## src/rtl/mdioc22_pkg.sv

```systemverilog
// Shared types and constants for the Clause 22 MDIO management master.
// No dependencies; imported by mdioc22_slot_gen, mdio_clause22_master and the testbench.
package mdioc22_pkg;

    // Command codes carried on func
    localparam logic [2:0] FUNC_TICK   = 3'd0;
    localparam logic [2:0] FUNC_READ   = 3'd1;
    localparam logic [2:0] FUNC_WRITE  = 3'd2;
    localparam logic [2:0] FUNC_PREAD  = 3'd3;
    localparam logic [2:0] FUNC_PWRITE = 3'd4;

    // Command status codes
    localparam logic [1:0] ST_NONE   = 2'd0;
    localparam logic [1:0] ST_ACCEPT = 2'd1;
    localparam logic [1:0] ST_BUSY   = 2'd2;

    // Kinds of bit slot
    localparam logic [1:0] SLOT_W0 = 2'd0;
    localparam logic [1:0] SLOT_W1 = 2'd1;
    localparam logic [1:0] SLOT_Z  = 2'd2;
    localparam logic [1:0] SLOT_RD = 2'd3;

    // Page select register of the PHY
    localparam logic [4:0] PAGE_REG = 5'h1f;

    // Last slot index of each frame type
    localparam logic [6:0] LAST_IDX_RD = 7'd65;
    localparam logic [6:0] LAST_IDX_WR = 7'd64;
    // First slot whose read bit is kept
    localparam logic [6:0] FIRST_DATA_IDX = 7'd48;

    typedef logic [1:0] t_kind;

    typedef struct packed {
        logic [2:0]  op;
        logic [1:0]  step;
        logic [6:0]  bidx;
        logic [4:0]  phy;
        logic [4:0]  reg_addr;
        logic [15:0] page;
        logic [15:0] wdata;
    } t_frame_ctl;

    typedef struct packed {
        t_kind kind;
        logic  is_read;
    } t_slot;

endpackage

```

## src/rtl/mdioc22_slot_gen.sv

```systemverilog
// Decodes the current sequence step and slot index into the kind of bit slot.
// Depends on mdioc22_pkg.
module mdioc22_slot_gen
    import mdioc22_pkg::*;
(
    input  t_frame_ctl i_ctl,
    output t_slot      o_slot
);

    logic        is_read;
    logic [4:0]  fr_reg;
    logic [15:0] fr_data;
    logic [6:0]  phy_off;
    logic [6:0]  reg_off;
    t_kind       kind;

    // frame parameters of the current step
    always_comb begin
        is_read = 1'b0;
        fr_reg  = i_ctl.reg_addr;
        fr_data = i_ctl.wdata;
        unique case (i_ctl.op)
            FUNC_READ: begin
                is_read = 1'b1;
            end
            FUNC_PREAD: begin
                if (i_ctl.step == 2'd0) begin
                    fr_reg  = PAGE_REG;
                    fr_data = i_ctl.page;
                end else if (i_ctl.step == 2'd1) begin
                    is_read = 1'b1;
                end else begin
                    fr_reg  = PAGE_REG;
                    fr_data = '0;
                end
            end
            FUNC_PWRITE: begin
                if (i_ctl.step == 2'd0) begin
                    fr_reg  = PAGE_REG;
                    fr_data = i_ctl.page;
                end else if (i_ctl.step == 2'd2) begin
                    is_read = 1'b1;
                end else if (i_ctl.step == 2'd3) begin
                    fr_reg  = PAGE_REG;
                    fr_data = '0;
                end
            end
            default: begin
            end
        endcase
    end

    assign phy_off = 7'd40 - i_ctl.bidx;
    assign reg_off = 7'd45 - i_ctl.bidx;

    always_comb begin
        logic [6:0] ix;
        ix = i_ctl.bidx;
        if (ix < 7'd32) begin
            kind = SLOT_W1;                     // preamble
        end else if (ix == 7'd32) begin
            kind = SLOT_W0;
        end else if (ix == 7'd33) begin
            kind = SLOT_W1;
        end else if (ix == 7'd34) begin
            kind = is_read ? SLOT_W1 : SLOT_W0;
        end else if (ix == 7'd35) begin
            kind = is_read ? SLOT_W0 : SLOT_W1;
        end else if (ix <= 7'd40) begin
            kind = i_ctl.phy[phy_off[2:0]] ? SLOT_W1 : SLOT_W0;
        end else if (ix <= 7'd45) begin
            kind = fr_reg[reg_off[2:0]] ? SLOT_W1 : SLOT_W0;
        end else if (is_read) begin
            if (ix == 7'd46) begin
                kind = SLOT_Z;                  // turnaround, no clock edge
            end else if (ix <= 7'd63) begin
                kind = SLOT_RD;
            end else if (ix == 7'd64) begin
                kind = SLOT_W1;
            end else begin
                kind = SLOT_Z;
            end
        end else begin
            if (ix == 7'd46) begin
                kind = SLOT_W1;
            end else if (ix == 7'd47) begin
                kind = SLOT_W0;
            end else if (ix <= 7'd63) begin
                // slots 48..63 carry data bit 15 down to 0
                kind = fr_data[~ix[3:0]] ? SLOT_W1 : SLOT_W0;
            end else begin
                kind = SLOT_Z;
            end
        end
    end

    assign o_slot.kind    = kind;
    assign o_slot.is_read = is_read;

endmodule

```

## src/rtl/mdio_clause22_master.sv

```systemverilog
// Top level of the Clause 22 MDIO management master: sequencer, pin state
// and result register. Depends on mdioc22_pkg and mdioc22_slot_gen.
//
//  channel | direction | handshake               | payload
//  --------+-----------+-------------------------+---------------------------------
//  in      | input     | i_in_valid / o_in_stall | func, phy/reg addr, page, data, mdio
//  out     | output    | o_out_valid/i_out_stall | mdc, mdio, oe, busy, done, rd, status
//  cfg     | input     | i_cfg_we                | half_period_ticks
//
// One item in, one result out; an item is taken every unstalled cycle, its result shown
// on the next cycle from the output register. The tick counter, slot index and
// step are updated with a single pass of logic per item. Synchronous active-low
// reset puts the half period at 10 and the pins at mdc 0, mdio 0, driven.
// A stalled result stalls the input only while the output register is full.
module mdio_clause22_master
    import mdioc22_pkg::*;
(
    input  logic        i_clk,
    input  logic        i_rst_n,
    input  logic        i_in_valid,
    output logic        o_in_stall,
    input  logic [2:0]  i_func,
    input  logic [4:0]  i_phy_addr,
    input  logic [4:0]  i_reg_addr,
    input  logic [15:0] i_page_sel,
    input  logic [15:0] i_wr_data,
    input  logic        i_mdio_in,
    output logic        o_out_valid,
    input  logic        i_out_stall,
    output logic        o_mdc,
    output logic        o_mdio_out,
    output logic        o_mdio_oe,
    output logic        o_busy_res,
    output logic        o_done_res,
    output logic [15:0] o_rd_data,
    output logic [1:0]  o_cmd_status,
    input  logic        i_cfg_we,
    input  logic [9:0]  i_cfg_data
);

    // sequencer state
    logic [9:0]  r_half, n_half;
    logic [2:0]  r_op, n_op;
    logic [1:0]  r_step, n_step;
    logic [6:0]  r_bidx, n_bidx;
    logic        r_phase, n_phase;
    logic [9:0]  r_tc, n_tc;
    logic [4:0]  r_phy, n_phy;
    logic [4:0]  r_reg, n_reg;
    logic [15:0] r_page, n_page;
    logic [15:0] r_wdata, n_wdata;
    logic [15:0] r_rx, n_rx;
    logic        r_mdc, n_mdc;
    logic        r_mdio, n_mdio;
    logic        r_oe, n_oe;

    // result register
    logic        r_out_valid, n_out_valid;
    logic        r_o_busy, r_o_done;
    logic [15:0] r_o_rd;
    logic [1:0]  r_o_status;

    logic        accept;
    logic        start;
    logic        busy;
    logic        done;
    logic [1:0]  status;
    logic [15:0] rd_val;
    logic [2:0]  op;
    logic [1:0]  step;
    logic [6:0]  bidx;
    logic        phase;
    logic [9:0]  tc;
    logic [15:0] rx;
    logic [9:0]  hp;
    logic [10:0] tc_inc;
    logic        last_step;
    t_frame_ctl  ctl;
    t_slot       slot;

    assign o_in_stall = r_out_valid & i_out_stall;
    assign accept     = i_in_valid & ~o_in_stall;

    assign start  = (i_func >= FUNC_READ) && (i_func <= FUNC_PWRITE) && (r_op == FUNC_TICK);
    assign status = ((i_func >= FUNC_READ) && (i_func <= FUNC_PWRITE))
                    ? ((r_op == FUNC_TICK) ? ST_ACCEPT : ST_BUSY) : ST_NONE;

    // state as seen by this item, after a possible command start
    assign op    = start ? i_func : r_op;
    assign step  = start ? 2'd0 : r_step;
    assign bidx  = start ? 7'd0 : r_bidx;
    assign phase = start ? 1'b0 : r_phase;
    assign tc    = start ? 10'd0 : r_tc;
    assign rx    = start ? 16'd0 : r_rx;

    assign ctl.op       = op;
    assign ctl.step     = step;
    assign ctl.bidx     = bidx;
    assign ctl.phy      = start ? i_phy_addr : r_phy;
    assign ctl.reg_addr = start ? i_reg_addr : r_reg;
    assign ctl.page     = start ? i_page_sel : r_page;
    assign ctl.wdata    = start ? i_wr_data  : r_wdata;

    mdioc22_slot_gen u_slot (
        .i_ctl  (ctl),
        .o_slot (slot)
    );

    assign hp     = (r_half == 10'd0) ? 10'd1 : r_half;
    assign tc_inc = {1'b0, tc} + 11'd1;

    always_comb begin
        unique case (op)
            FUNC_PREAD:  last_step = (step == 2'd2);
            FUNC_PWRITE: last_step = (step == 2'd3);
            default:     last_step = 1'b1;
        endcase
    end

    always_comb begin
        n_op    = r_op;
        n_step  = r_step;
        n_bidx  = r_bidx;
        n_phase = r_phase;
        n_tc    = r_tc;
        n_phy   = ctl.phy;
        n_reg   = ctl.reg_addr;
        n_page  = ctl.page;
        n_wdata = ctl.wdata;
        n_rx    = rx;
        n_mdc   = r_mdc;
        n_mdio  = r_mdio;
        n_oe    = r_oe;
        busy    = 1'b0;
        done    = 1'b0;
        rd_val  = '0;
        if (op != FUNC_TICK) begin
            busy    = 1'b1;
            n_op    = op;
            n_step  = step;
            n_bidx  = bidx;
            n_phase = phase;
            case (slot.kind) inside
                SLOT_W0, SLOT_W1: begin
                    n_mdio = (slot.kind == SLOT_W1);
                    n_oe   = 1'b1;
                    n_mdc  = phase;
                end
                SLOT_Z: begin
                    n_mdio = 1'b0;
                    n_mdc  = 1'b0;
                end
                default: begin
                    n_oe  = 1'b0;
                    n_mdc = ~phase;
                end
            endcase
            if (tc_inc >= {1'b0, hp}) begin
                n_tc = '0;
                if (!phase) begin
                    n_phase = 1'b1;
                end else begin
                    n_phase = 1'b0;
                    if (slot.kind == SLOT_RD && bidx >= FIRST_DATA_IDX) begin
                        n_rx = {rx[14:0], i_mdio_in};
                    end
                    if (bidx == (slot.is_read ? LAST_IDX_RD : LAST_IDX_WR)) begin
                        n_bidx = '0;
                        n_step = step + 2'd1;
                        if (last_step) begin
                            done   = 1'b1;
                            rd_val = n_rx;
                            n_op   = FUNC_TICK;
                            n_step = '0;
                        end
                    end else begin
                        n_bidx = bidx + 7'd1;
                    end
                end
            end else begin
                n_tc = tc_inc[9:0];
            end
        end
    end

    assign n_half      = i_cfg_we ? i_cfg_data : r_half;
    assign n_out_valid = accept ? 1'b1 : (i_out_stall & r_out_valid);

    always_ff @(posedge i_clk) begin
        if (!i_rst_n) begin
            r_half      <= 10'd10;
            r_op        <= FUNC_TICK;
            r_step      <= '0;
            r_bidx      <= '0;
            r_phase     <= 1'b0;
            r_tc        <= '0;
            r_phy       <= '0;
            r_reg       <= '0;
            r_page      <= '0;
            r_wdata     <= '0;
            r_rx        <= '0;
            r_mdc       <= 1'b0;
            r_mdio      <= 1'b0;
            r_oe        <= 1'b1;
            r_out_valid <= 1'b0;
        end else begin
            r_half      <= n_half;
            r_out_valid <= n_out_valid;
            if (accept) begin
                r_op    <= n_op;
                r_step  <= n_step;
                r_bidx  <= n_bidx;
                r_phase <= n_phase;
                r_tc    <= n_tc;
                r_phy   <= n_phy;
                r_reg   <= n_reg;
                r_page  <= n_page;
                r_wdata <= n_wdata;
                r_rx    <= n_rx;
                r_mdc   <= n_mdc;
                r_mdio  <= n_mdio;
                r_oe    <= n_oe;
            end
        end
    end

    // result payload, loaded with each item
    logic r_o_mdc, r_o_mdio, r_o_oe;

    always_ff @(posedge i_clk) begin
        if (accept) begin
            r_o_mdc    <= n_mdc;
            r_o_mdio   <= n_mdio;
            r_o_oe     <= n_oe;
            r_o_busy   <= busy;
            r_o_done   <= done;
            r_o_rd     <= rd_val;
            r_o_status <= status;
        end
    end

    assign o_out_valid  = r_out_valid;
    assign o_mdc        = r_o_mdc;
    assign o_mdio_out   = r_o_mdio;
    assign o_mdio_oe    = r_o_oe;
    assign o_busy_res   = r_o_busy;
    assign o_done_res   = r_o_done;
    assign o_rd_data    = r_o_rd;
    assign o_cmd_status = r_o_status;

`ifndef NO_ASSERTIONS
    a_done_busy: assert property (@(posedge i_clk) disable iff (!i_rst_n)
        o_out_valid && o_done_res |-> o_busy_res)
        else $error("done without busy");

    a_rd_zero: assert property (@(posedge i_clk) disable iff (!i_rst_n)
        o_out_valid && !o_done_res |-> o_rd_data == 16'd0)
        else $error("read data set without done");

    a_start_busy: assert property (@(posedge i_clk) disable iff (!i_rst_n)
        accept && start |=> r_op != FUNC_TICK)
        else $error("accepted command did not start a sequence");

    a_idle_clean: assert property (@(posedge i_clk) disable iff (!i_rst_n)
        r_op == FUNC_TICK |-> r_bidx == 7'd0 && r_step == 2'd0)
        else $error("slot index or step left over when idle");

    a_bidx_range: assert property (@(posedge i_clk) disable iff (!i_rst_n)
        r_bidx <= LAST_IDX_RD)
        else $error("slot index past end of frame");
`endif

endmodule

```

## config.mk

```make
export PLATFORM = sky130hd
export DESIGN_NAME = mdio_clause22_master
export DESIGN_NICKNAME = d
export VERILOG_FILES = /design/src/rtl/mdioc22_pkg.sv /design/src/rtl/mdioc22_slot_gen.sv /design/src/rtl/mdio_clause22_master.sv
export SDC_FILE = /design/constraint.sdc
export NUM_CORES = 1
export LEC_CHECK = 0
export BUFFER_PORTS_ARGS = -buffer_cell sky130_fd_sc_hd__buf_2
export CAP_MARGIN = 30
export CORE_MARGIN = 2
export CORE_UTILIZATION = 30
export CTS_BUF_LIST = sky130_fd_sc_hd__clkbuf_2
export DETAILED_ROUTE_END_ITERATION = 10
export MAX_ROUTING_LAYER = met4
export SLEW_MARGIN = 20
export SYNTH_ARGS = -nofsm -noshare
export SYNTH_HDL_FRONTEND = slang
export SYNTH_HIERARCHICAL = 1
export SYNTH_SLANG_ARGS = --single-unit
```

## constraint.sdc

```tcl
create_clock -name i_clk -period 10.83 [get_ports i_clk]
set_clock_uncertainty 0.15 [all_clocks]
set_input_delay 0.5415 -clock i_clk [delete_from_list [all_inputs] [get_ports i_clk]]
set_output_delay 0.5415 -clock i_clk [all_outputs]
set_load 0.03 [all_outputs]
```

==> run metrics, run 1 <==
average size of a mapped cell=~7.8 um2; Fillers=approximately 2500; CTS tree=built; # DRC=0; Synth Cell Area=0.00717 mm2; final worst path period need=5.36 ns; RSZ-0062 raised after global routing=false; final setup violation count=0; Area Growth Syn to Fin=17.9%; Worst Setup End Kind=flop; CTS sink cnt=approximately 120; Slew @ Worst Pin=0.939 ns; TNS Setup=0 ns; final WL=19.1 mm; routed vias/inst=5.02; DRT antenna net count=0; Global Route Usage Sum=~16%; largest net degree at the start of global routing=80; number of synthesized register bits=around 120; core area=around 0.023 mm2; die width=159 um; Distinct cells, synth=76; Place WS=~5.3 ns; CP Class=reg -> reg; MaxCap Viol Count=0; Top FF cell, synth=dfxtp_1; crit path DAT=around 5.7 ns; Congestion Overflow GR=0; largest fanout on the critical path=46; outcome=complete, no violations; Num CTS Buffers=17; Initial Util=30.6%; Placer Congestion=a little under 0.9; layout cell share with drive strength beyond 1=~15%; Reg clk slew, reported paths=between 0.2 and 0.25 ns; initial drt markers=496; global-route wire length before repair=31.0 mm; Max VDD drop=0.0494 mV; register area share after synthesis=36.1%; number of synthesized flops with an enable pin=23; # rows=56; Bufs on Longest Clock Path=2; WHS=just over 0.06 ns; Worst Setup Start Kind=flop; Slew HR=37.4%; worst-skew pair later-pin latency=roughly 0.74 ns; fin crit share=49.5%; number of nets in the layout=1094; Final Hold Vio Count=0; LEAKAGE=3.43 nW; Worst EP required=11.16 ns; DIE HEIGHT=159 um; buffers inserted by post-CTS timing repair=0; io pins=86; vias in the first global route=6270; I/O Buffers=between 80 and 90; Hold Path Class=in -> reg; die area=approximately 0.025 mm2; 1st-pass router iterations=5; Async SR Flop Fraction=0%; DPL Wire Length=12.2 mm; post-DR wirelength/cell=14.2 um; syn nets=996; H-tree depth=4; Root Driver=clkbuf_2; initial antenna violation count=1; vias after detailed routing=6760; yosys warns=6; power density cells=117 mW/mm2; f_max=0.187 GHz; min setup slack post-route=5.47 ns; Final Max Tran Viols=0; Mapped Cells=about 900; post_cts resized=0
[per-stage QoR]
step / std cells / util, % / total power [mW] / area [um2]
after global routing: 1347 / 36.0 / 1.05 / 8460
after CTS: 1344 / 36.0 / 1.01 / 8450
after floorplan: 915 / - / 0.639 / 7170
final: 1347 / 36.0 / 0.992 / 8460
after global placement: 1266 / 33.0 / 0.690 / 7740
after detailed placement: 1267 / 33.0 / 0.693 / 7760
[cell usage after synthesis (all sizes together), types with 20 or more instances]
library cell,count,share of area [%]
nor3b,48,5.0
buf,42,3.5
nand4,25,2.2
inv,25,1.3
nand3,20,1.5
edfxtp,23,9.6
clkbuf,21,1.1
o211ai,39,4.2
ha,20,3.5
a21oi,32,2.2
nand2,210,11
nor2,117,6.1
dfxtp,95,27
[cell usage in the layout (no fill, tap or decap), types with 5 or more instances in the layout]
cell / count
buf_4: 11
nor3_1: 5
o211ai_1: 38
nand3_1: 19
a31oi_1: 9
mux2i_1: 14
and2_1: 12
ha_1: 20
a21boi_0: 8
nand2_1: 208
mux2_2: 9
dfxtp_1: 95
buf_2: 85
a211oi_1: 5
clkbuf_2: 18
a21oi_1: 32
nor3b_1: 48
edfxtp_1: 23
dlygate4sd3_1: 45
nor2_1: 117
inv_1: 22
nand4_1: 25
nor2b_1: 17
a21o_1: 11
and3_1: 8
o21ai_0: 12
xor2_1: 6
[path summary, 6_finish.rpt]
path	from	end	slack [ns]	cells after the start
setup / recovery	r_op[2]	o_rd_data[6]	5.47	15
hold / removal	i_wr_data[11]	r_wdata[11]	0.06	5
setup reg to reg	r_op[2]	o_rd_data[6]	5.47	15
hold reg to reg	r_mdio	r_mdio	0.34	2
[critical path, stage by stage, from the launching register on]
cell and delay, ns:
dfxtp_1 0.41, nor3_2 0.32, nand3_2 0.47, inv_2 0.47, buf_4 0.52, nor2_1 0.21, nor3b_1 0.57, nand4_1 0.20
or2_1 0.25, a21oi_1 0.14, o31ai_1 0.09, o21ai_1 0.14, nand2_1 0.16, or3_1 0.68, nand2_1 0.21, a21oi_1 0.10
[logic make-up after synthesis]
family                     count (synthesis)  share of synthesized area (%)
DFF                                      118                           36.1
buffers and inverters                     88                           5.93
adders and majority gates                 20                           3.49
xor gates and xnor gates                  10                           1.22
muxes                                     24                           3.68
AOI/OAI and AO/OA                        168                           17.2
and+or+nand+nor                          487                           32.3
[repair_timing]
item	in CTS	in global routing
hold buffers	45	0
hold endpoints to repair	44	0
endpoints found under the setup margin	0	0
[final cells by class]
type | instances | area [um2] | share of cell area [%]
Clock inverter | 14 | 149 | 1.76
Inverter | 25 | 93.8 | 1.11
Sequential cell | 118 | 2590 | 30.7
Multi-Input combinational cell | 709 | 4160 | 49.1
Antenna cell | 2 | 5.00 | 0.0592
Timing Repair Buffer | 142 | 973 | 11.5
Clock buffer | 18 | 90.1 | 1.07
Tap cell | 319 | 399 | 4.72
[metal layers]
layer / vias to the layer above / GRT usage [%] / wire [um]
met2: 172 / 25.8 / 9020
met5: - / - / 0
met4: 0 / 5.15 / 328
li1: 3417 / - / -
met3: 23 / 3.21 / 931
met1: 3148 / 20.0 / 8870
[power by group]
part	internal, mW	switching, mW	leakage, nW
registers	0.473	0.0125	1.00
logic	0.0771	0.132	2.28
clock network	0.109	0.188	0.150
total	0.659	0.332	3.43
No activity file was read; power rests on OpenSTA's default activity.
==> run 2, diff against run 1 <==
- clock period: 10.83 -> 5.6 ns (I/O delays scaled with it)
==> run metrics, run 2 (synthesized netlist as in run 1, its figures left out) <==
routed vias/inst=5.08; Total Power=between 1.5 and 2 mW; DPL Wire Length=12.6 mm; RSZ-0062 raised after global routing=false; min setup slack post-route=around 0.9 ns; Max VDD drop=0.121 mV; core area=0.0235 mm2; power density cells=226 mW/mm2; Final Max Tran Viols=0; most frequent cells in the layout=nand2_1 (208), nor2_1 (117), dfxtp_1 (95); layout cell share with drive strength beyond 1=approximately 15%; die area=0.0252 mm2; # rows=56; largest net degree at the start of global routing=80; final setup violation count=0; crit path DAT=5.03 ns; Global Route Usage Sum=16.5%; Fillers=~2400; CTS sink cnt=118; number of nets in the layout=around 1100; DRT antenna net count=0; Worst Setup End Kind=flop; worst hold start=i_out_stall; vias after detailed routing=about 7000; final WL=19.9 mm; I/O Buffers=85; CP Class=reg -> reg; final worst path period need=4.70 ns; initial drt markers=416; Bufs on Longest Clock Path=2; die width=159 um; Worst Setup Start Kind=flop; Hold Path Class=in -> reg; post-route insts no fill=1376; vias in the first global route=6407; Reg clk slew, reported paths=0.24 ns; post-DR wirelength/cell=14.4 um; LEAKAGE=3.54 nW; Worst Hold Path EP=r_page[0]; Area Growth Syn to Fin=22.1%; R2R depth=15; Slew @ Worst Pin=0.842 ns; Final Hold Vio Count=0; largest fanout on the critical path=23; post_cts resized=0; fin crit share=83.9%; f_max=0.213 GHz; buffers inserted by post-CTS timing repair=0; commonest non-fill, non-tap cell in the layout=nand2_1; 1st-pass router iterations=5; Placer Congestion=0.877; MaxCap Viol Count=0; r2r startpoint=r_op[2]; Root Driver=clkbuf_2; DIE HEIGHT=159 um; dpl cells=roughly 1300; Worst EP required=a little under 6 ns; worst-skew pair later-pin latency=0.74 ns; outcome=complete, no violations; Place WS=between 0.8 and 0.9 ns; WHS=~0.17 ns; H-tree depth=4; # DRC=0; WHS Path Cells=6; CTS tree=built; reg2reg end=o_rd_data[11]; Initial Util=30.6%; R2R setup slack=0.90 ns; Slew HR=43.7%; TNS Setup=0 ns; global-route wire length before repair=32.0 mm; io pins=86; Congestion Overflow GR=0; initial antenna violation count=1; Num CTS Buffers=17
-- run 2: changes by cell type in the layout (fill, tap and decap cells not counted), moves of 2 or more --
cell / previous run / this run
clkinv_4: 4 / 2
inv_4: 3 / 0
clkinvlp_4: 1 / 4
dlygate4sd3_1: 45 / 73
buf_4: 11 / 13
clkinv_1: 0 / 2
inv_6: 2 / 0
-- run 2: final cells by class --
type / count / area, um2 / area share (%)
antenna: 1 / 2.50 / 0.0286
clock buffer: 18 / 90.1 / 1.03
clock inverter: 14 / 160 / 1.83
inverter: 25 / 93.8 / 1.07
multi-input combinational: 709 / 4160 / 47.4
sequential: 118 / 2590 / 29.6
tap: 319 / 399 / 4.56
timing repair buffer: 172 / 1260 / 14.4
-- run 2: worst max-delay path by stage --
| stage | from | to | slack, ns |
|---|---|---|---|
| floorplan | i_func[2] | o_rd_data[10] | 1.14 |
| global placement | i_func[2] | o_rd_data[12] | 0.92 |
| detailed placement | i_func[2] | o_rd_data[11] | 0.83 |
| CTS | r_op[2] | o_rd_data[11] | 0.93 |
| global route | r_op[2] | o_rd_data[14] | 0.49 |
| finish | r_op[2] | o_rd_data[11] | 0.90 |
-- run 2: worst max-delay path, stage by stage, from the launching register on --
cell and delay, ns:
dfxtp_1 0.42, nor3_2 0.34, nand3_2 0.14, inv_2 0.31, buf_4 0.33, nor2_1 0.17, nor3b_1 0.58, nand4_1 0.20
or2_1 0.25, a21oi_1 0.16, o31ai_1 0.09, o21ai_1 0.16, nand2_1 0.17, or3_1 0.68, nand2_1 0.21, a21oi_1 0.09
-- run 2: metal layers --
layer  wire length (um)  track usage (%)  part of all wire (%)
met2               9500             26.4                    48
met5                  0                -                     0
met3                998             3.48                   5.0
met1               9130             21.0                    46
met4                217             4.59                   1.1
-- run 2: timing repair --
| action | 4_1_cts | 5_1_grt |
|---|---|---|
| hold endpoints to repair | 59 | 0 |
| endpoints found under the setup margin | 0 | 0 |
| hold buffers | 73 | 0 |
-- run 2: report_power, final --
part | switching [mW] | internal, mW | total (mW)
Sequential | 0.0244 | 0.915 | 0.939
Clock | 0.365 | 0.246 | 0.610
Combinational | 0.263 | 0.167 | 0.430
-- run 2: metrics by stage --
step                area (um2)  util (%)
CTS                       8750      37.3
detailed placement        7770      33.1
finish                    8760      37.3
floorplan                 7170         -
global placement          7760      33.0
global route              8760      37.3
==> run 3, diff against run 2 <==
- ABC_AREA: unset -> 1
- clock period: 5.6 -> 4.8 ns (I/O delays scaled with it)
==> run metrics, run 3 <==
Area Growth Syn to Fin=22.4%; Mapped Cells=1169; Initial Util=30.7%; H-tree depth=4; Placer Congestion=0.866; share of the synthesized area in the top cell type=24.5%; Simple-Gate Fraction of Synth Area=a little under a third; largest fanout on the critical path=38; final setup violation count=0; multiplexer share of the synthesized area=0%; MaxCap Viol Count=0; top-count cell post-synth=nand2_1; number of synthesized flops with an enable pin=23; Final Max Tran Viols=0; Max VDD drop=0.136 mV; die area=0.0271 mm2; number of nets in the layout=about 1400; io pins=86; switching power=between 1 and 1.5 mW; LEAKAGE=4.37 nW; Post-Synth Adder-Cell Area=3.23%; Worst EP required=5.21 ns; Final Hold Vio Count=0; CP max stage delay=0.59 ns; core area=approximately 0.025 mm2; crit path DAT=about 4.9 ns; sequential power share=41.1%; RSZ-0062 raised after global routing=false; multi-input logic area=0.00416 mm2; power density cells=~290 mW/mm2; register area share after synthesis=between 30% and 40%; DRT antenna net count=0; Root Driver=clkbuf_2; internal cell power=between 1.5 and 2 mW; fin crit share=92.5%; initial drt markers=approximately 600; power share of the clock group=a little over a quarter; yosys warns=6; Worst Setup Start Kind=input port; DPL Wire Length=approximately 14 mm; Hold Path Class=in -> reg; Num CTS Buffers=17; Slew @ Worst Pin=about 0.92 ns; Synth Cell Area=0.00775 mm2; initial antenna violation count=1; number of synthesized register bits=118; # rows=58; final WL=21.0 mm; 1st-pass router iterations=5; layout cell share with drive strength beyond 1=about 15%; Reg clk slew, reported paths=0.18 ns; Async SR Flop Fraction=0%; WHS=0.126 ns; vias after detailed routing=7795; Global Route Usage Sum=16.3%; most frequent cells in the layout=nand2_1 (288), inv_1 (162), a21oi_1 (112); Fillers=2696; # DRC=0; placed inst area=0.00837 mm2; Worst Setup End Kind=flop; Worst path most repeated cell=nand2_1; average size of a mapped cell=between 6 and 7 um2; slowest stage cell, crit path=dlygate4sd3_1; TNS Setup=0 ns; post-DR wirelength/cell=12.7 um; I/O Buffers=85; Synth area leaders=dfxtp_1 (25%), nand2_1 (14%), edfxtp_1 (8.9%); largest family of logic cells by synthesized area=simple AND/OR/NAND/NOR gates; most frequent cells after synthesis=nand2_1 (288), inv_1 (163), a21oi_1 (112); syn nets=1250; f_max=0.225 GHz; CTS tree=built; CTS sink cnt=118; post-route cell area=0.00949 mm2; outcome=complete, no violations; CP top delay family=simple AND/OR/NAND/NOR gates; Synth Area in Compound Gates=17.6%; xor/xnor share of the synthesized area=1.02%; Bufs on Longest Clock Path=2; die width=~160 um; DIE HEIGHT=165 um; Sequential Area=0.00259 mm2; Distinct cells, synth=47; cell taking the most area after synthesis=dfxtp_1; global-route wire length before repair=34.7 mm; Sw Share=37.2%; largest net degree at the start of global routing=roughly 110; worst-skew pair later-pin latency=0.71 ns; commonest non-fill, non-tap cell in the layout=nand2_1; Slew HR=approximately two fifths; Congestion Overflow GR=0; vias in the first global route=just over 7000; Top FF cell, synth=dfxtp_1; critical path buffer and inverter count=6; CP Class=in -> reg; Logic pwr share=31.6%; routed vias/inst=between 4 and 5; final worst path period need=4.44 ns; Final Util=roughly 38%
-- run 3: cell types whose count changed in the layout (fill, tap and decap cells not counted), sizes merged, moves of 13 or more --
cell,delta
o21ai,+112
nor3b,-48
nor2,-33
nor2b,-17
mux2i,-14
nand2,+92
inv,+154
and2,-13
nand3,+80
o211ai,-35
a21oi,+82
-- run 3: repair_timing --
action                                  4_1_cts  5_1_grt
setup buffers                                 0        0
resized for setup                             0        4
endpoints found under the setup margin        0       18
hold buffers                                 80        0
endpoints found under the hold margin        70        0
-- run 3: cells by family after synthesis --
kind of cell | after synthesis
simple gates | 522
compound gates | 258
buf+inv | 242
flops | 118
fa+ha+maj | 20
xor+xnor | 9
-- run 3: area by class of cell --
cell class	count	share of cell area, %
flip-flops and latches	118	27.3
clock inverters	14	1.95
clock buffers	18	0.950
well taps	330	4.35
diodes	1	0.0264
inverters	180	7.14
multi-input cells	809	43.8
repair buffers	180	14.4
-- run 3: routing by layer --
layer / global-route usage [%] / vias up / wire (um)
li1: - / 4064 / -
met1: 20.6 / 3526 / 9970
met2: 26.6 / 187 / 9780
met3: 2.99 / 18 / 992
met4: 4.58 / 0 / 223
met5: - / - / 0
-- run 3: worst paths after layout --
path,from,endpoint,slack (ns),cells after the start
max,i_func[0],r_rx[0],0.36,34
min,i_in_valid,r_oe,0.13,6
max reg2reg,r_op[0],r_rx[0],0.58,32
min reg2reg,r_rx[13],r_rx[13],0.33,2
-- run 3: tightest hold or removal path, stage by stage --
cell	delay [ns]
buf_2	0.09
inv_1	0.10
nor2_4	0.05
buf_4	0.29
nand2_1	0.13
nand2_1	0.04
-- run 3: power groups by stage --
stage                     logic, mW  registers (mW)  clock network, mW
after global placement        0.786            1.14                  0
after CTS                     0.852            1.12              0.775
after floorplan               0.593            1.17                  0
after detailed placement      0.797            1.14                  0
final                         0.861            1.12              0.745
after global routing          0.968            1.13              0.819
-- run 3: per-stage QoR --
stage          std cells  setup WS (ns)  power (mW)
5_1_grt             1650         0.0326        2.92
2_1_floorplan       1169           1.07        1.76
3_5_place_dp        1536          0.550        1.94
3_3_place_gp        1536          0.619        1.93
4_1_cts             1648          0.317        2.75
6_report            1650          0.362        2.73
